### config.mk
export PLATFORM = sky130hd
export DESIGN_NAME = message_pool_queue_manager
export DESIGN_NICKNAME = d
export VERILOG_FILES = /design/src/sv/mpq_pkg.sv /design/src/sv/message_pool_queue_manager.sv
export SDC_FILE = /design/constraint.sdc
export NUM_CORES = 2
export LEC_CHECK = 0
export BUFFER_PORTS_ARGS = -buffer_cell sky130_fd_sc_hd__buf_4
export CAP_MARGIN = 20
export CORE_MARGIN = 2
export CORE_UTILIZATION = 30
export CTS_CLUSTER_SIZE = 25
export DETAILED_ROUTE_END_ITERATION = 7
export PLACE_DENSITY = 0.55
export SLEW_MARGIN = 20
export SYNTH_ARGS = -nofsm -noshare
export SYNTH_HDL_FRONTEND = slang
export SYNTH_SLANG_ARGS = --single-unit
export TNS_END_PERCENT = 10
### constraint.sdc
create_clock -name clock -period 4.42 [get_ports clock]
set_clock_uncertainty 0.1 [all_clocks]
set_input_delay 0.663 -clock clock [delete_from_list [all_inputs] [get_ports clock]]
set_output_delay 0.663 -clock clock [all_outputs]
set_load 0.005 [all_outputs]
### src/sv/mpq_pkg.sv
// Package with the request and response types, command codes and controller states.
package mpq_pkg;

   localparam int CMD_W    = 4;
   localparam int SLOT_W   = 5;
   localparam int QUEUE_W  = 4;
   localparam int SENDER_W = 6;

   localparam int DEF_SLOT_COUNT  = 32;
   localparam int DEF_QUEUE_COUNT = 16;

   localparam logic [CMD_W-1:0] CMD_INIT   = 4'd0;
   localparam logic [CMD_W-1:0] CMD_ALLOC  = 4'd1;
   localparam logic [CMD_W-1:0] CMD_FREE   = 4'd2;
   localparam logic [CMD_W-1:0] CMD_INSERT = 4'd3;
   localparam logic [CMD_W-1:0] CMD_PUSH   = 4'd4;
   localparam logic [CMD_W-1:0] CMD_POP    = 4'd5;
   localparam logic [CMD_W-1:0] CMD_HEAD   = 4'd6;
   localparam logic [CMD_W-1:0] CMD_EMPTY  = 4'd7;
   localparam logic [CMD_W-1:0] CMD_CLEAR  = 4'd8;

   typedef struct packed {
      logic [CMD_W-1:0]    cmd;
      logic [SLOT_W-1:0]   slot_index;
      logic [QUEUE_W-1:0]  queue_id;
      logic [SENDER_W-1:0] sender_id;
   } request_type;

   typedef struct packed {
      logic [SLOT_W-1:0]   result_slot;
      logic                ok;
      logic                is_empty;
      logic [SENDER_W-1:0] result_sender;
   } response_type;

   typedef enum logic [4:0] {
      ST_IDLE,
      ST_SWEEP,
      ST_FREE_RD,
      ST_FREE_CHK,
      ST_QH_RD,
      ST_QH_CHK,
      ST_HEAD_SND,
      ST_WALK,
      ST_CLR_WALK,
      ST_CLR_END,
      ST_DET_RD,
      ST_DET_CAP,
      ST_DET_A,
      ST_DET_B,
      ST_DET_C,
      ST_LNK_RD,
      ST_LNK_A,
      ST_LNK_B,
      ST_EMP_RD,
      ST_EMP_CHK
   } state_type;

endpackage

### src/sv/message_pool_queue_manager.sv
// Message pool queue manager: linked slot lists in a slot memory and a list head/tail memory.
// A pop by sender walks the queue at one slot per cycle through the slot memory read port,
// and a clear walks the whole queue the same way.
// Reset and the init command sweep both memories, one entry per cycle, with busy high;
// reset gives no response.
// The response is shown for one cycle and cannot be stalled; busy drops in that cycle.
module message_pool_queue_manager #(
   parameter int SLOT_COUNT  = mpq_pkg::DEF_SLOT_COUNT,
   parameter int QUEUE_COUNT = mpq_pkg::DEF_QUEUE_COUNT
) (
   input  logic                  clock,
   input  logic                  reset,
   input  logic                  start,
   output logic                  busy,
   input  mpq_pkg::request_type  req_data,
   output logic                  rsp_valid,
   output mpq_pkg::response_type rsp_data
);
   import mpq_pkg::*;

   localparam int LIST_COUNT = QUEUE_COUNT + 1;
   localparam int MAX_N      = (SLOT_COUNT > LIST_COUNT) ? SLOT_COUNT : LIST_COUNT;
   localparam int SW         = $clog2(SLOT_COUNT + 1);
   localparam int SAW        = $clog2(SLOT_COUNT);
   localparam int OW         = $clog2(QUEUE_COUNT + 2);
   localparam int LAW        = $clog2(QUEUE_COUNT + 1);
   localparam int CW         = $clog2(MAX_N + 1);

   localparam logic [SW-1:0]  NONE_LINK = SW'(SLOT_COUNT);
   localparam logic [SW-1:0]  LAST_SLOT = SW'(SLOT_COUNT - 1);
   localparam logic [OW-1:0]  DETACHED  = OW'(QUEUE_COUNT + 1);
   localparam logic [OW-1:0]  OWN_LISTS = OW'(LIST_COUNT);
   localparam logic [LAW-1:0] FREE_IDX  = LAW'(QUEUE_COUNT);
   localparam logic [CW-1:0]  CNT_LAST  = CW'(MAX_N - 1);
   localparam logic [CW-1:0]  CNT_SLOTS = CW'(SLOT_COUNT);
   localparam logic [CW-1:0]  CNT_LISTS = CW'(LIST_COUNT);

   logic [SW-1:0]       next_mem   [SLOT_COUNT];
   logic [SW-1:0]       prev_mem   [SLOT_COUNT];
   logic [OW-1:0]       owner_mem  [SLOT_COUNT];
   logic [SENDER_W-1:0] sender_mem [SLOT_COUNT];
   logic [SW-1:0]       head_mem   [LIST_COUNT];
   logic [SW-1:0]       tail_mem   [LIST_COUNT];

   logic [SW-1:0]       sn_rd;
   logic [SW-1:0]       sp_rd;
   logic [OW-1:0]       so_rd;
   logic [SENDER_W-1:0] ss_rd;
   logic [SW-1:0]       lh_rd;
   logic [SW-1:0]       lt_rd;

   logic [SAW-1:0]      s_raddr;
   logic [SAW-1:0]      s_waddr;
   logic                s_we_next;
   logic                s_we_prev;
   logic                s_we_owner;
   logic                s_we_sender;
   logic [SW-1:0]       s_wnext;
   logic [SW-1:0]       s_wprev;
   logic [OW-1:0]       s_wowner;
   logic [SENDER_W-1:0] s_wsender;
   logic [LAW-1:0]      l_raddr;
   logic [LAW-1:0]      l_waddr;
   logic                l_we_head;
   logic                l_we_tail;
   logic [SW-1:0]       l_whead;
   logic [SW-1:0]       l_wtail;

   state_type           state_ff, state_in;
   logic                boot_ff, boot_in;
   logic [CW-1:0]       cnt_ff, cnt_in;
   logic [CMD_W-1:0]    cmd_ff, cmd_in;
   logic                q_ok_ff, q_ok_in;
   logic [LAW-1:0]      q_addr_ff, q_addr_in;
   logic [LAW-1:0]      lst_ff, lst_in;
   logic [SENDER_W-1:0] snd_ff, snd_in;
   logic [SW-1:0]       cur_ff, cur_in;
   logic [SW-1:0]       nb_ff, nb_in;
   logic [OW-1:0]       own_ff, own_in;
   logic [SW-1:0]       prv_ff, prv_in;
   logic [SW-1:0]       nxt_ff, nxt_in;
   logic [SW-1:0]       rslot_ff, rslot_in;
   logic [SENDER_W-1:0] rsnd_ff, rsnd_in;
   logic                ok_ff, ok_in;
   logic                rsp_valid_ff, rsp_valid_in;
   response_type        rsp_ff, rsp_in;

   logic                accept;
   logic                slot_ok;
   logic                q_ok;
   logic                match;
   logic                attached;
   logic                back;
   logic [SW-1:0]       lnk_nb;

   assign accept   = start && (state_ff == ST_IDLE);
   assign slot_ok  = 32'(req_data.slot_index) < 32'(SLOT_COUNT);
   assign q_ok     = 32'(req_data.queue_id) < 32'(QUEUE_COUNT);
   assign match    = (snd_ff == '0) || (ss_rd == snd_ff);
   assign attached = own_ff < OWN_LISTS;
   assign back     = cmd_ff == CMD_INSERT;
   assign lnk_nb   = back ? lt_rd : lh_rd;

   assign busy      = state_ff != ST_IDLE;
   assign rsp_valid = rsp_valid_ff;
   assign rsp_data  = rsp_ff;

   always_ff @(posedge clock) begin
      if (s_we_next) begin
         next_mem[s_waddr] <= s_wnext;
      end
      if (s_we_prev) begin
         prev_mem[s_waddr] <= s_wprev;
      end
      if (s_we_owner) begin
         owner_mem[s_waddr] <= s_wowner;
      end
      if (s_we_sender) begin
         sender_mem[s_waddr] <= s_wsender;
      end
      sn_rd <= next_mem[s_raddr];
      sp_rd <= prev_mem[s_raddr];
      so_rd <= owner_mem[s_raddr];
      ss_rd <= sender_mem[s_raddr];
   end

   always_ff @(posedge clock) begin
      if (l_we_head) begin
         head_mem[l_waddr] <= l_whead;
      end
      if (l_we_tail) begin
         tail_mem[l_waddr] <= l_wtail;
      end
      lh_rd <= head_mem[l_raddr];
      lt_rd <= tail_mem[l_raddr];
   end

   always_comb begin
      state_in = state_ff;
      case (state_ff)
         ST_IDLE: begin
            if (start) begin
               case (req_data.cmd)
                  CMD_INIT:   state_in = ST_SWEEP;
                  CMD_ALLOC:  state_in = ST_FREE_RD;
                  CMD_FREE:   state_in = slot_ok ? ST_DET_RD : ST_EMP_RD;
                  CMD_INSERT: state_in = (slot_ok && q_ok) ? ST_DET_RD : ST_EMP_RD;
                  CMD_PUSH:   state_in = (slot_ok && q_ok) ? ST_DET_RD : ST_EMP_RD;
                  CMD_POP:    state_in = q_ok ? ST_QH_RD : ST_EMP_RD;
                  CMD_HEAD:   state_in = q_ok ? ST_QH_RD : ST_EMP_RD;
                  CMD_CLEAR:  state_in = q_ok ? ST_QH_RD : ST_EMP_RD;
                  default:    state_in = ST_EMP_RD;
               endcase
            end
         end
         ST_SWEEP: begin
            if (cnt_ff == CNT_LAST) begin
               state_in = boot_ff ? ST_IDLE : ST_EMP_RD;
            end
         end
         ST_FREE_RD:  state_in = ST_FREE_CHK;
         ST_FREE_CHK: state_in = (lh_rd < NONE_LINK) ? ST_DET_RD : ST_EMP_RD;
         ST_QH_RD:    state_in = ST_QH_CHK;
         ST_QH_CHK: begin
            if (lh_rd < NONE_LINK) begin
               case (cmd_ff)
                  CMD_POP:   state_in = ST_WALK;
                  CMD_CLEAR: state_in = ST_CLR_WALK;
                  default:   state_in = ST_HEAD_SND;
               endcase
            end else begin
               state_in = (cmd_ff == CMD_CLEAR) ? ST_CLR_END : ST_EMP_RD;
            end
         end
         ST_HEAD_SND: state_in = ST_EMP_RD;
         ST_WALK: begin
            if (match) begin
               state_in = ST_DET_A;
            end else if (!(sn_rd < NONE_LINK)) begin
               state_in = ST_EMP_RD;
            end
         end
         ST_CLR_WALK: begin
            if (!(sn_rd < NONE_LINK)) begin
               state_in = ST_CLR_END;
            end
         end
         ST_CLR_END: state_in = ST_EMP_RD;
         ST_DET_RD:  state_in = ST_DET_CAP;
         ST_DET_CAP: state_in = ST_DET_A;
         ST_DET_A:   state_in = ST_DET_B;
         ST_DET_B: begin
            if (cmd_ff == CMD_ALLOC || cmd_ff == CMD_POP) begin
               state_in = ST_DET_C;
            end else begin
               state_in = ST_LNK_RD;
            end
         end
         ST_DET_C:   state_in = ST_EMP_RD;
         ST_LNK_RD:  state_in = ST_LNK_A;
         ST_LNK_A:   state_in = ST_LNK_B;
         ST_LNK_B:   state_in = ST_EMP_RD;
         ST_EMP_RD:  state_in = ST_EMP_CHK;
         ST_EMP_CHK: state_in = ST_IDLE;
         default:    state_in = ST_IDLE;
      endcase
   end

   always_comb begin
      s_raddr     = cur_ff[SAW-1:0];
      s_waddr     = cur_ff[SAW-1:0];
      s_we_next   = 1'b0;
      s_we_prev   = 1'b0;
      s_we_owner  = 1'b0;
      s_we_sender = 1'b0;
      s_wnext     = NONE_LINK;
      s_wprev     = NONE_LINK;
      s_wowner    = DETACHED;
      s_wsender   = '0;
      l_raddr     = q_addr_ff;
      l_waddr     = q_addr_ff;
      l_we_head   = 1'b0;
      l_we_tail   = 1'b0;
      l_whead     = NONE_LINK;
      l_wtail     = NONE_LINK;
      case (state_ff)
         ST_SWEEP: begin
            s_waddr     = cnt_ff[SAW-1:0];
            s_we_next   = cnt_ff < CNT_SLOTS;
            s_we_prev   = cnt_ff < CNT_SLOTS;
            s_we_owner  = cnt_ff < CNT_SLOTS;
            s_we_sender = cnt_ff < CNT_SLOTS;
            s_wnext     = (cnt_ff == '0) ? NONE_LINK : SW'(cnt_ff - 1'b1);
            s_wprev     = (SW'(cnt_ff) == LAST_SLOT) ? NONE_LINK : SW'(cnt_ff + 1'b1);
            s_wowner    = OW'(FREE_IDX);
            l_waddr     = cnt_ff[LAW-1:0];
            l_we_head   = cnt_ff < CNT_LISTS;
            l_we_tail   = cnt_ff < CNT_LISTS;
            l_whead     = (cnt_ff[LAW-1:0] == FREE_IDX) ? LAST_SLOT : NONE_LINK;
            l_wtail     = (cnt_ff[LAW-1:0] == FREE_IDX) ? '0 : NONE_LINK;
         end
         ST_FREE_RD: begin
            l_raddr = FREE_IDX;
         end
         ST_QH_CHK: begin
            s_raddr = lh_rd[SAW-1:0];
         end
         ST_WALK: begin
            if (!match) begin
               s_raddr = sn_rd[SAW-1:0];
            end
         end
         ST_CLR_WALK: begin
            s_raddr    = sn_rd[SAW-1:0];
            s_we_next  = 1'b1;
            s_we_prev  = 1'b1;
            s_we_owner = 1'b1;
         end
         ST_CLR_END: begin
            l_we_head = 1'b1;
            l_we_tail = 1'b1;
         end
         ST_DET_A: begin
            if (attached) begin
               if (prv_ff < NONE_LINK) begin
                  s_waddr   = prv_ff[SAW-1:0];
                  s_we_next = 1'b1;
                  s_wnext   = nxt_ff;
               end else begin
                  l_waddr   = own_ff[LAW-1:0];
                  l_we_head = 1'b1;
                  l_whead   = nxt_ff;
               end
            end
         end
         ST_DET_B: begin
            if (attached) begin
               if (nxt_ff < NONE_LINK) begin
                  s_waddr   = nxt_ff[SAW-1:0];
                  s_we_prev = 1'b1;
                  s_wprev   = prv_ff;
               end else begin
                  l_waddr   = own_ff[LAW-1:0];
                  l_we_tail = 1'b1;
                  l_wtail   = prv_ff;
               end
            end
         end
         ST_DET_C: begin
            s_we_next   = 1'b1;
            s_we_prev   = 1'b1;
            s_we_owner  = 1'b1;
            s_we_sender = cmd_ff == CMD_ALLOC;
         end
         ST_LNK_RD: begin
            l_raddr = lst_ff;
         end
         ST_LNK_A: begin
            s_we_next   = 1'b1;
            s_we_prev   = 1'b1;
            s_we_owner  = 1'b1;
            s_we_sender = cmd_ff != CMD_FREE;
            s_wnext     = back ? NONE_LINK : lnk_nb;
            s_wprev     = back ? lnk_nb : NONE_LINK;
            s_wowner    = OW'(lst_ff);
            s_wsender   = snd_ff;
            l_waddr     = lst_ff;
            l_we_head   = !back || !(lnk_nb < NONE_LINK);
            l_we_tail   = back || !(lnk_nb < NONE_LINK);
            l_whead     = cur_ff;
            l_wtail     = cur_ff;
         end
         ST_LNK_B: begin
            s_waddr   = nb_ff[SAW-1:0];
            s_we_next = back && (nb_ff < NONE_LINK);
            s_we_prev = !back && (nb_ff < NONE_LINK);
            s_wnext   = cur_ff;
            s_wprev   = cur_ff;
         end
         default: begin
         end
      endcase
   end

   always_comb begin
      boot_in      = boot_ff;
      cnt_in       = cnt_ff;
      cmd_in       = cmd_ff;
      q_ok_in      = q_ok_ff;
      q_addr_in    = q_addr_ff;
      lst_in       = lst_ff;
      snd_in       = snd_ff;
      cur_in       = cur_ff;
      nb_in        = nb_ff;
      own_in       = own_ff;
      prv_in       = prv_ff;
      nxt_in       = nxt_ff;
      rslot_in     = rslot_ff;
      rsnd_in      = rsnd_ff;
      ok_in        = ok_ff;
      rsp_valid_in = 1'b0;
      rsp_in       = rsp_ff;
      case (state_ff)
         ST_IDLE: begin
            if (accept) begin
               boot_in   = 1'b0;
               cnt_in    = '0;
               cmd_in    = req_data.cmd;
               q_ok_in   = q_ok;
               q_addr_in = LAW'(req_data.queue_id);
               lst_in    = (req_data.cmd == CMD_FREE) ? FREE_IDX : LAW'(req_data.queue_id);
               snd_in    = req_data.sender_id;
               cur_in    = SW'(req_data.slot_index);
               rslot_in  = '0;
               rsnd_in   = '0;
               ok_in     = 1'b0;
            end
         end
         ST_SWEEP: begin
            cnt_in = cnt_ff + 1'b1;
         end
         ST_FREE_CHK: begin
            if (lh_rd < NONE_LINK) begin
               cur_in   = lh_rd;
               rslot_in = lh_rd;
               ok_in    = 1'b1;
            end
         end
         ST_QH_CHK: begin
            cur_in = lh_rd;
         end
         ST_HEAD_SND: begin
            rslot_in = cur_ff;
            rsnd_in  = ss_rd;
            ok_in    = 1'b1;
         end
         ST_WALK: begin
            if (match) begin
               rslot_in = cur_ff;
               rsnd_in  = ss_rd;
               ok_in    = 1'b1;
               own_in   = so_rd;
               prv_in   = sp_rd;
               nxt_in   = sn_rd;
            end else begin
               cur_in = sn_rd;
            end
         end
         ST_CLR_WALK: begin
            cur_in = sn_rd;
         end
         ST_DET_CAP: begin
            own_in = so_rd;
            prv_in = sp_rd;
            nxt_in = sn_rd;
         end
         ST_LNK_A: begin
            nb_in = lnk_nb;
         end
         ST_EMP_CHK: begin
            rsp_valid_in         = 1'b1;
            rsp_in.result_slot   = SLOT_W'(rslot_ff);
            rsp_in.ok            = ok_ff;
            rsp_in.is_empty      = !q_ok_ff || !(lh_rd < NONE_LINK);
            rsp_in.result_sender = rsnd_ff;
         end
         default: begin
         end
      endcase
   end

   always_ff @(posedge clock) begin
      if (reset) begin
         state_ff     <= ST_SWEEP;
         boot_ff      <= 1'b1;
         cnt_ff       <= '0;
         rsp_valid_ff <= 1'b0;
      end else begin
         state_ff     <= state_in;
         boot_ff      <= boot_in;
         cnt_ff       <= cnt_in;
         rsp_valid_ff <= rsp_valid_in;
      end
   end

   always_ff @(posedge clock) begin
      cmd_ff    <= cmd_in;
      q_ok_ff   <= q_ok_in;
      q_addr_ff <= q_addr_in;
      lst_ff    <= lst_in;
      snd_ff    <= snd_in;
      cur_ff    <= cur_in;
      nb_ff     <= nb_in;
      own_ff    <= own_in;
      prv_ff    <= prv_in;
      nxt_ff    <= nxt_in;
      rslot_ff  <= rslot_in;
      rsnd_ff   <= rsnd_in;
      ok_ff     <= ok_in;
      rsp_ff    <= rsp_in;
   end

endmodule
# [Word-level counts from Yosys, hierarchy flattened]
# Memory sizes are Yosys's and may differ from the RTL's. A register that Yosys moved wholly into a read port is not among the register bits.
# Cells that the tools add are included.
[word_totals] reg_bits=86 latch_bits=0 ramBits=940 rom_bits=0 in_bits=22 output_inout_bits=15 memories=6
[memory_table] name="next_mem" words=32 word_bits=6 read_ports=1 rd_ports_with_merged_regs=1 write_ports=1 line="message_pool_queue_manager.sv:38" text="logic [SW-1:0] next_mem [SLOT_COUNT];"
[memory_table] name="prev_mem" words=32 word_bits=6 read_ports=1 rd_ports_with_merged_regs=1 write_ports=1 line="message_pool_queue_manager.sv:39" text="logic [SW-1:0] prev_mem [SLOT_COUNT];"
[memory_table] name="sender_mem" words=32 word_bits=6 read_ports=1 rd_ports_with_merged_regs=1 write_ports=1 line="message_pool_queue_manager.sv:41" text="logic [SENDER_W-1:0] sender_mem [SLOT_COUNT];"
[memory_table] name="owner_mem" words=32 word_bits=5 read_ports=1 rd_ports_with_merged_regs=1 write_ports=1 line="message_pool_queue_manager.sv:40" text="logic [OW-1:0] owner_mem [SLOT_COUNT];"
[memory_table] name="head_mem" words=17 word_bits=6 read_ports=1 rd_ports_with_merged_regs=1 write_ports=1 line="message_pool_queue_manager.sv:42" text="logic [SW-1:0] head_mem [LIST_COUNT];"
[memory_table] name="tail_mem" words=17 word_bits=6 read_ports=1 rd_ports_with_merged_regs=1 write_ports=1 line="message_pool_queue_manager.sv:43" text="logic [SW-1:0] tail_mem [LIST_COUNT];"
[op_classes] addsub=2 multipliers=0 div_mod_pow=0 order_cmp=9 eq_ne=42 shift=0 n_mux=95 n_bitwise=0 reduce_logical=31
[ops] operator="6-bit two-way mux" n=23
[ops] operator="5-bit two-way mux" n=21
[ops] operator="5-bit one-hot mux with 16 select lines" n=1
[ops] operator="5-bit one-hot mux with 4 select lines" n=4
[ops] operator="6-bit one-hot mux with 3 select lines" n=3
[ops] operator="6-bit one-hot mux with 4 select lines" n=2
[ops] operator="6-bit < comparator (second input constant)" n=7
[ops] operator="5-bit by 4-bit == test with 1-bit output (second input constant)" n=8
[ops] operator="6-bit one-hot mux with 2 select lines" n=3
[ops] operator="5-bit one-hot mux with 2 select lines" n=3
[ops] operator="6-bit one-hot mux with 5 select lines" n=1
[ops] operator="5-bit == test (second input constant)" n=5
[ops] operator="1-bit two-way mux" n=25
[ops] operator="5-bit by 3-bit == test with 1-bit output (second input constant)" n=4
[ops] operator="1-bit one-hot mux with 4 select lines" n=5
[ops] operator="4-bit by 3-bit == test with 1-bit output (second input constant)" n=4
[ops] operator="5-bit one-hot mux with 3 select lines" n=1
[ops] operator="2-bit inequality test (second input constant)" n=7
[ops] operator="4-bit by 2-bit == test with 1-bit output (second input constant)" n=3
[ops] operator="6-bit logical NOT" n=2
[ops] operator="4-bit AND reduction" n=3
[ops] operator="5-bit by 2-bit == test with 1-bit output (second input constant)" n=2
[ops] operator="5-bit nonzero test" n=2
[ops] operator="3-bit OR reduction" n=3
[ops] operator="other kinds (25)" n=37

# [Logic depth before layout (Yosys ltp)]
[logic_depth] depth_word=8 mapped_depth=13 ltp_nobuf=10

# [Worst setup path before layout]
# No wires, ideal clock.
[synth_timing] path_kind="reg2reg" start="register own_ff[3]" end="memory prev_mem[4][0] (netlist bit), enable pin" arrival_time_ns=3.010 t_required_ns=3.970 setup_slack_ns=0.960 stages_incl_launch_ff=13 n_path_buf=3 period_less_slack_ns=3.460 path_cell_list="edfxtp_1 > o41ai_2 > nand2b_1 > clkbuf_1 > mux2i_1 > o2111a_1 > a21oi_1 > a2bb2oi_1 > nor2b_1 > nand2b_1 > clkbuf_1 > clkbuf_1 > nor2_1"
[synth_between] elab_chain_cells=5 word_cells_on_any_way=8
[synth_lines] item="start: declaration" line="message_pool_queue_manager.sv:79" text="logic [OW-1:0] own_ff, own_in;"
[synth_lines] item="start signal: assignment" line="message_pool_queue_manager.sv:434" text="own_ff <= own_in;"
[synth_lines] item="5-bit < comparator *" line="message_pool_queue_manager.sv:100" text="assign attached = own_ff < OWN_LISTS;"
[synth_lines] item="1-bit two-way mux" line="message_pool_queue_manager.sv:277" text="if (attached) begin"
[synth_lines] item="1-bit one-hot mux with 4 select lines" line="message_pool_queue_manager.sv:226" text="case (state_ff)"
[synth_lines] item="1-bit two-way mux" line="message_pool_queue_manager.sv:112" text="if (s_we_prev) begin"
[synth_lines] item="1-bit two-way mux (not written as such)" line="message_pool_queue_manager.sv:113" text="prev_mem[s_waddr] <= s_wprev;"
[synth_lines] item="end: declaration" line="message_pool_queue_manager.sv:39"
# Every way passes the cells marked *; elsewhere a longest branch is shown, timed or not.

# [Worst setup path after layout]
[layout_timing] start="register state_ff[3]" end="register ss_rd[0], read port of sender_mem"
[layout_between] elab_chain_cells=2 word_cells_on_any_way=4
[layout_lines] item="start: declaration" line="message_pool_queue_manager.sv:69" text="state_type state_ff, state_in;"
[layout_lines] item="start signal: assignment" line="message_pool_queue_manager.sv:419" text="state_ff <= state_in;"
[layout_lines] item="5-bit by 4-bit == test with 1-bit output or 5-bit by 3-bit == test with 1-bit output (tied branches)" line="message_pool_queue_manager.sv:226"
[layout_lines] item="5-bit one-hot mux with 3 select lines *" line="message_pool_queue_manager.sv:226"
[layout_lines] item="end: declaration" line="message_pool_queue_manager.sv:48" text="logic [SENDER_W-1:0] ss_rd;"
# Marked as above.
# A chain may end at the register's enable or synchronous reset.

==> reports/metrics.yaml <==
status: "completed"
ir_drop_uv: 306
min_path_type: "in -> reg"
start_util_pct: 30.3
cts_max_level: 3
post_drt_wl_per_cell_um: 22.5
grt_setup_unrepaired: "true"
switching_share_pct: 29.9
viasPerCell: 5.10
detail-route-antenna-nets: 0
clk_pin_slew_ns: 0.06
period_share_pct: 97.5
clkSinkCount: 1061
worstReg2RegStart: "state_ff[3]$_SDFFE_PP0P_"
tightest_slew_ns: 1.11
path_cells: "or4b_1 -> a32o_1 -> a221o_2 -> buf_12 -> nor2_4 -> buf_4 -> nand2_1 -> a31oi_1 -> a211oi_1 -> nor4_2"
die_area_mm2: 0.146
fin_crit_ns: 4.31
setup.worst_path.end_class: "flop"
pin_count: 37
timing.rr.end: "ss_rd[0]$_DFF_P_"
finalHoldViolCount: 0
cts_tree: "built"
ys.flop_type: "edfxtp_1"
reg2reg_slack_ns: 0.11
yosysSeqAreaShare_pct: 73.1
worstPathArrival_ns: 4.74
dpl.hpwl_um: 76500
crit_required_ns: 4.85
antenna_found_initial: 2
synth.avg_cell_area_um2: 13.6
crit_start: "state_ff[3]$_SDFFE_PP0P_"
drc: 0
p_seq_share_pct: 47.5
p_leak_nw: 16.4
combinationalPowerShare_pct: 20.2
max_cap_violations: 0
grt.overflow.total: 0
startpoint_type: "flop"
worstRegToRegCells: 10
synth_nets: 3173
track_usage_pct: 15.9
yosys_warnings: 0
cts_buffers: 102
syn_inst: 3149
power.internal_mw: 19.4
crit_fanout: 53
setup_viol_count_final: 0
clk_latency_ns: 0.70
area_delta_synth_final_pct: 16.5
coreArea_mm2: 0.142
chipHeight_um: 382
clock.fmax_ghz: 0.232
clockPowerShare_pct: 32.3
grt_pass1_vias: 26600
path_class: "reg -> reg"
via_count: 26900
fp-row-count: 138
grt_pass1_wl_um: 175000
drive_gt1_share_pct: 13.6
drt_iter0_drc: 2912
fill_cells: 13600
slew-limit-headroom_pct: 26.3
fin_tns_setup_ns: 0
maxSlewViolCount: 0
root_buffer: "clkbuf_16"
die_w_um: 382
antenna_cells: 0
drt_wl_total_um: 118000
hold_ws_ns: 0.0443
grt_max_degree: 97
numPortBuffers: 36
cts_buffer_depth: 3
worst_path_max_delay_cell: "nor4_2"
synthesis.area_mm2: 0.0429
ys_ff_latch: 1061
power_density_mw_per_mm2: 554
p_sw_mw: 8.28
finalNetCount: 3320
synth_edf_count: 1013
first_pass_iters: 6
gp_congestion: 0.907
endpoint: "ss_rd[0]$_DFF_P_"
synth-async-reset-ratio_pct: 0
total_power_mw: 27.7
cpPeakStageDelay_ns: 0.62
synth_cell_types: 65
## cell usage after synthesis (3+ instances only)
| cell | instances | area, um^2 |
|---|---|---|
| edfxtp_1 | 1013 | 30400 |
| nand2_1 | 598 | 2240 |
| nor2_1 | 216 | 811 |
| a21oi_1 | 159 | 796 |
| clkbuf_1 | 126 | 473 |
| mux2i_1 | 101 | 1010 |
| a211oi_1 | 97 | 728 |
| and2_1 | 73 | 457 |
| a31oi_1 | 72 | 450 |
| nor4_1 | 72 | 450 |
| nand3_1 | 71 | 355 |
| o21ai_0 | 55 | 275 |
| dfxtp_1 | 48 | 961 |
| mux2_2 | 45 | 507 |
| buf_2 | 41 | 205 |
| a22oi_1 | 30 | 225 |
| a311oi_1 | 26 | 228 |
| a32oi_1 | 26 | 228 |
| a221oi_1 | 25 | 219 |
| a221o_1 | 24 | 240 |
| o22ai_1 | 22 | 138 |
| buf_1 | 20 | 75.1 |
| a21o_1 | 18 | 135 |
| nor2b_1 | 18 | 113 |
| nand2b_1 | 15 | 93.8 |
| a22o_1 | 13 | 114 |
| inv_1 | 13 | 48.8 |
| nor3_1 | 11 | 55.1 |
| xor2_1 | 11 | 96.3 |
| and3_1 | 9 | 56.3 |
| buf_4 | 8 | 60.1 |
| o211ai_1 | 6 | 45.0 |
| a2bb2oi_1 | 5 | 43.8 |
| o2111a_1 | 5 | 56.3 |
| or3_1 | 5 | 31.3 |
| o32ai_1 | 4 | 35.0 |
| a211o_1 | 3 | 26.3 |
| nand3b_1 | 3 | 22.5 |
| xnor2_1 | 3 | 26.3 |
## worst max-delay path, delay by kind of cell (launching register included)
kind                   cells  cell delay, ns
DFF                        1            0.58
AOI/OAI and AO/OA          4            1.15
buffers and inverters      2            0.51
and+or+nand+nor            4            1.72
## placed cells by master (no fill, tap or decap), drive strengths merged, types with 30 or more instances in the layout
cell type,Yosys,routed
a211oi,97,97
a21oi,159,159
a22oi,30,30
a31oi,72,72
and2,73,73
buf,70,236
clkbuf,126,119
clkinv,0,46
dfxtp,48,48
edfxtp,1013,1013
mux2,45,45
mux2i,101,101
nand2,599,599
nand3,71,71
nor2,220,220
nor4,72,72
o21ai,55,55
## flip-flops by register name, indices dropped and copies added, names as in the netlist, 6 cells and up
register    count
sn_rd           6
cur_ff          6
rsp_data       13
sp_rd           6
lt_rd           6
snd_ff          6
cnt_ff          6
sender_mem    192
head_mem      102
rsnd_ff         6
tail_mem      102
lh_rd           6
next_mem      192
ss_rd           6
prv_ff          6
owner_mem     160
nb_ff           6
prev_mem      192
nxt_ff          6
## cells by family after synthesis
family,after synthesis,share of synthesized area (%)
flip-flops,1061,73.1
XOR/XNOR,14,0.286
AO/OA/AOI/OAI,610,9.76
AND/OR/NAND/NOR,1107,11.2
buffers and inverters,209,2.03
multiplexers,146,3.54
adder cells (fa/ha/maj),2,0.0583
## metal layers
layer,part of all wire [%],track usage (%)
met1,44,22.1
met4,3.2,5.12
met3,6.7,3.08
met2,46,24.9
met5,0.011,0
## repair_timing
item	4_1_cts	5_1_grt
setup buffers	0	0
hold buffers	3	0
gates resized for setup	1	1
endpoints found under the hold margin	3	0
endpoints found under the setup margin	1	2
## power groups by stage
stage               combinational [mW]  sequential, mW  clock (mW)
floorplan                         2.88            13.2           0
global placement                  5.54            13.4           0
detailed placement                5.56            13.4           0
CTS                               5.58            13.2        9.07
global route                      5.97            13.2        9.48
finish                            5.59            13.2        8.93
## cell type report
cell class	count	area [um^2]	share of cell area, %
Tap cell	1890	2360	4.73
Sequential cell	1061	31400	62.8
Timing Repair Buffer	239	2020	4.04
Clock buffer	119	2660	5.32
Multi-Input combinational cell	1879	10800	21.6
Inverter	13	48.8	0.0976
Clock inverter	69	738	1.48
## stage by stage
step	area, um^2	cells	setup slack [ns]	utilization, %
3_3_place_gp	46600	5079	-0.00981	32.8
5_1_grt	50000	5270	-0.0694	35.3
4_1_cts	50000	5270	0.156	35.3
3_5_place_dp	46600	5079	-0.0613	32.8
6_report	50000	5270	0.109	35.3
2_1_floorplan	42900	3149	0.960	-
## worst min path at each step
stage | slack (ns) | to | startpoint | cells after the start
after floorplan | 0.29 | own_ff[0]$_DFFE_PP_ | so_rd[0]$_DFF_P_ | 0
after global placement | 0.31 | rsp_data[12]$_DFFE_PP_ | rslot_ff[4]$_DFFE_PP_ | 0
after detailed placement | 0.30 | rsp_data[5]$_DFFE_PP_ | rsnd_ff[5]$_SDFFCE_PP0P_ | 0
after CTS | 0.0004 | snd_ff[0]$_DFFE_PP_ | req_data[0] | 1
after global routing | 0.02 | snd_ff[0]$_DFFE_PP_ | req_data[0] | 1
final | 0.04 | snd_ff[0]$_DFFE_PP_ | req_data[0] | 1
Note: power is estimated with default switching activity, not from simulation.
